## src/sv/ffsa_pkg.sv

```systemverilog
`default_nettype none

package ffsa_pkg;

  localparam int POOL_GRANULES = 4096;
  localparam int MAX_SEGS      = 64;
  localparam int GRAN_SHIFT    = 6;
  localparam int START_W       = 12;
  localparam int LEN_W         = 13;
  localparam int STEP_W        = 6;
  localparam int CNT_W         = 7;
  localparam int BYTES_W       = 18;

  typedef enum logic [1:0] {
    ST_DONE    = 2'd0,
    ST_IGNORED = 2'd1,
    ST_OOM     = 2'd2,
    ST_FULL    = 2'd3
  } status_t;

  typedef struct packed {
    logic               vld;
    logic [START_W-1:0] start;
    logic [LEN_W-1:0]   len;
  } seg_t;

  typedef struct packed {
    logic               func;
    logic [BYTES_W-1:0] req_bytes;
    logic [BYTES_W-1:0] addr;
  } req_t;

  typedef struct packed {
    status_t            status;
    logic [BYTES_W-1:0] payload_offset;
    logic [BYTES_W-1:0] granted_bytes;
  } res_t;

  typedef struct packed {
    logic             shift;
    logic             load;
    logic [LEN_W-1:0] init_len;
  } ring_ctl_t;

endpackage

`default_nettype wire

```

## src/sv/ffsa_cell.sv

```systemverilog
`default_nettype none

module ffsa_cell import ffsa_pkg::*; (
  input  wire logic clk,
  input  wire logic rst,
  input  wire logic shift,
  input  wire logic load,
  input  wire seg_t init_val,
  input  wire seg_t din,
  output seg_t      q
);

  // Hold one segment; load on reset or pool write, advance on shift
  always_ff @(posedge clk) begin
    if (rst || load) begin
      q <= init_val;
    end else if (shift) begin
      q <= din;
    end
  end

endmodule

`default_nettype wire

```

## config.mk

```make
export PLATFORM = sky130hd
export DESIGN_NAME = ffsa_cell
export DESIGN_NICKNAME = d
export VERILOG_FILES = /design/src/sv/ffsa_pkg.sv /design/src/sv/ffsa_cell.sv
export SDC_FILE = /design/constraint.sdc
export NUM_CORES = 1
export LEC_CHECK = 0
export BUFFER_PORTS_ARGS = -buffer_cell sky130_fd_sc_hd__buf_4
export CAP_MARGIN = 20
export CORE_ASPECT_RATIO = 0.7
export CORE_UTILIZATION = 30
export CTS_CLUSTER_DIAMETER = 40
export CTS_CLUSTER_SIZE = 25
export DETAILED_ROUTE_END_ITERATION = 10
export MAX_ROUTING_LAYER = met4
export PLACE_DENSITY = 0.68
export SLEW_MARGIN = 20
export SYNTH_ARGS = -nofsm -noshare
export SYNTH_HDL_FRONTEND = slang
export SYNTH_SLANG_ARGS = --single-unit
```

## constraint.sdc

```tcl
create_clock -name clk -period 1.41 [get_ports clk]
set_input_delay 0.2115 -clock clk [delete_from_list [all_inputs] [get_ports clk]]
set_output_delay 0.2115 -clock clk [all_outputs]
set_load 0.02 [all_outputs]
```

* After elaboration in Yosys (flattened, before gate mapping)
Index checks and enable logic that the tools add are counted.
Storage, ports and cells: register bits after elaboration 26, logic and storage cells 7, output and inout port bits 26
Operators by class: reduce and logical (&&, ||, !) cells 2, muxes and demuxes 2
Operators by type and width (number):
- 26-bit 2-to-1 mux | 2
- 2-bit nonzero test | 1
- 1-bit logical OR | 1

* Depth between registers and ports, before layout
depth after elaboration 2, depth in mapped cells 3, mapped depth without buffers 2

* Least setup slack after synthesis
No wires, ideal clock.
path kind input -> register, from input port shift, to register q[0] (netlist bit), enable pin, data required time 1.027 ns, path buffers 0, setup slack 0.113 ns, stages on the path 1, arrival 0.913 ns, cell sequence or3_1
Between the ends: longest elaborated chain between the ends 1
RTL lines:
- start: declaration | line ffsa_cell.sv:6 | input wire logic shift,
- 2-bit nonzero test (no source line)
- end signal: assignment | line ffsa_cell.sv:16 | q <= init_val;
- end signal: assignment | line ffsa_cell.sv:18 | q <= din;
- end: declaration | line ffsa_cell.sv:10 | output seg_t q
Every way passes these cells. A chain may end at the register's enable or synchronous reset.

* Worst setup path after layout
from register q[24] (netlist bit), to output port q[24] (netlist bit)
No word-level cell between the ends.

==> impl_summary.md <==
Route
Wires add up to 2.30 mm. For this run, the detailed router's first-pass iteration total came to 4. The count of nets left with antenna violations once routing finished came out at 0. After detailed routing, the number of remaining DRC violations is 0. The detailed router finished its first iteration with 19 violations. Dividing the detail-routed wire length by the instance count gives 12.0 µm. The vias after detailed routing is 800.

Using the TritonRoute via totals, the vias-per-cell ratio works out to 4.17.

GRT
The maximum number of pins on one net before global-route repair is 15. The number of antenna violations at the first check in global routing was 0. The total overflow reported by the global router is 0. The number of global-route vias before repair is 740. The first global-routing pass estimated 3.36 mm of wire. The overall track demand over capacity in global routing is 0.122.

Clock network
Hold repair after CTS inserted 0 buffers. The maximum level of the CTS H-tree is 1. The number of sinks driven by the clock tree is 26. The tree is rooted in a sky130_fd_sc_hd__clkbuf_8. The quantity of gates resized following cts is 0. The number of buffers created by CTS is 3. The number of buffers inserted to repair setup after CTS is 0. After clock tree synthesis, the clock-pin slew on the worst setup and hold paths is 0.09 ns. The TritonCTS clock tree is done. The maximum clock insertion buffer count is 2.

Synth
The post-synthesis instance area is 1110 µm². The sequential fraction of the synthesis area is 0.701. The number of storage elements in the synthesis netlist is 26. The share of the synthesized area in the top cell type is 0.701. Counting flops with an async set or reset pin after synthesis yields a share of 0. Ranked by instance count, the synthesized netlist is headed by sky130_fd_sc_hd__edfxtp_1, sky130_fd_sc_hd__mux2_2, sky130_fd_sc_hd__buf_6. For this run, the number of Yosys warnings is 0. In this run, synthesis inferred 26 flip-flops with an integrated enable. Among all flip-flop cells after synthesis, the most frequent one is sky130_fd_sc_hd__edfxtp_1. The post-synthesis instance total is 56. After synthesis, the netlist uses 6 different library cells. The most common cell in the synthesized netlist is sky130_fd_sc_hd__edfxtp_1. The per-instance average area after synthesis is 19.9 µm². The library cell with the largest summed area after synthesis is sky130_fd_sc_hd__edfxtp_1. The net count after synthesis is 112. Yosys attributes the largest share of cell area to sky130_fd_sc_hd__edfxtp_1, sky130_fd_sc_hd__mux2_2, sky130_fd_sc_hd__buf_6.

Timing
Dividing the final minimum period by the clock period gives 0.738. For this run, the top clock speed supported by timing is 961 MHz. Headroom to the max-slew limit came out at 0.875. The number of endpoints failing setup at the final stage is 0.

The routed design could run at a clock period as short as 1.04 ns. The number of max-slew violations in the final report is 0. Final hold analysis gives a worst-case slack of 0.242 ns. Setup total negative slack on the finished layout was measured at 0 ns. The number of endpoints with negative hold slack in the final report is 0.

For the pin with the worst max-slew slack, the measured transition is 0.188 ns. Setup repair after global routing left no endpoint under its margin.

Final layout
The final design instance area without fill is 1860 µm². The proportion of layout cells with a drive suffix above 1 is 0.803. After filler insertion, the fill cell instance count of the layout stands at 314. At the end of the flow the core is filled with cells to 0.525. The area growth from synthesis to layout is 66.9%. The number of diodes added for antenna fixing is 0. In the final layout, the multi-input gates occupy 310 µm². After the last flow step, the layout net total stands at 200. More flip-flops sit in one register than any other, and that register is q. Summing all flip-flop and latch instances after layout gives 781 µm².

In the final layout, the registers with the most flip-flops are q x26. The number of flip-flops under the largest register name is 26.

Placement
The placement-stage cell area is 1820 µm². Buffers placed on the I/O ports in this run total 81. The last weighted congestion value of the routability-driven placer is 0.664. The HPWL after detailed placement is 1.85 mm.

Critical path
The classification of the worst setup path is flip-flop to output port. Walking the worst path, the cells encountered are buf_4. The largest single stage delay on the critical path is 0.39 ns. The gate family responsible for the most delay along the worst path is flip-flops. Together, buffers and inverters on the worst path number 1.

For this design, the slowest cell found on the critical path is sky130_fd_sc_hd__edfxtp_1. The largest fanout on the critical path is 1. The required time of the critical path is 1.20 ns. The worst setup path is captured at an output port. The data arrival at the endpoint of the critical path is 0.83 ns. The kind of start point of the critical path is a flip-flop.

Floorplanning
The total I/O pin count is 82. The area of the core is 3540 µm². After floorplanning, the core was divided into 18 placement rows. The overall die area is 3960 µm². The horizontal die dimension is 74.8 µm. The die is 53.0 µm tall. For this configuration, the core starts out at a cell density of 0.315.

Power
Of the total power, combinational logic draws 0.247. Dividing total power by cell area gives a power density of 983 nW/µm². The worst-case IR drop observed on VDD is 0.609 mV. The share of total power dissipated in the clock network is 0.225.

The analysis attributes to net switching a power of 0.000434 W. In this run the static leakage power is 0.808 nW. Of the total power, the share spent switching nets is 0.237. The internal power component is 0.00139 W. Of the total power, registers draw 0.528.

Run
Max-cap violations in this run came to 0.

Worst hold path
The worst hold path belongs to the class input pin to flip-flop.

Run status
The run finished with clean final reports.
==> layout make-up <==
class,count,area share
tap,50,0.0337
multi-input combinational,28,0.167
sequential,26,0.420
timing repair buffer,85,0.357
clock buffer,3,0.0222
==> layout by cell type, fill, tap and decap left out, drive strengths merged <==
cell / netlist / final
edfxtp: 26 / 26
nor2: 1 / 1
mux2: 26 / 26
clkbuf: 0 / 3
buf: 2 / 85
or3: 1 / 1
==> routing by layer <==
layer | routed length (µm) | track usage | part of all wire | up-vias
met5 | 0 | - | 0 | -
li1 | - | - | - | 393
met3 | 212 | 0.0590 | 0.092 | 2
met4 | 10 | 0.0189 | 0.0043 | 0
met1 | 1050 | 0.164 | 0.46 | 362
met2 | 1030 | 0.170 | 0.45 | 43
==> logic make-up (layout without fill, tap and decap cells) <==
family | Yosys count | in the layout | share of synthesized area
multiplexers | 26 | 26 | 0.263
flip-flops | 26 | 26 | 0.701
buffers and inverters | 2 | 88 | 0.0202
AND/OR/NAND/NOR | 2 | 2 | 0.0157
==> final timing paths <==
kind    from    end  cells past startpoint
min   din[4]   q[4]                      2
max    q[24]  q[24]                      1
==> power groups by stage <==
| stage | Clock [W] | Sequential, W | Combinational, W |
|---|---|---|---|
| 3_3_place_gp | 0 | 0.000981 | 0.000451 |
| 6_report | 0.000411 | 0.000965 | 0.000451 |
| 5_1_grt | 0.000473 | 0.000974 | 0.000478 |
| 2_1_floorplan | 0 | 0.00109 | 0.0000863 |
| 4_1_cts | 0.000429 | 0.000967 | 0.000456 |
| 3_5_place_dp | 0 | 0.000983 | 0.000455 |
==> stage by stage <==
step | setup WS, ns | power, W | cells
global route | 0.334 | 0.00193 | 192
CTS | 0.360 | 0.00185 | 192
finish | 0.370 | 0.00183 | 192
floorplan | 0.113 | 0.00118 | 56
global placement | 0.174 | 0.00143 | 189
detailed placement | 0.150 | 0.00144 | 189
Power figures use the tool's default switching activity.
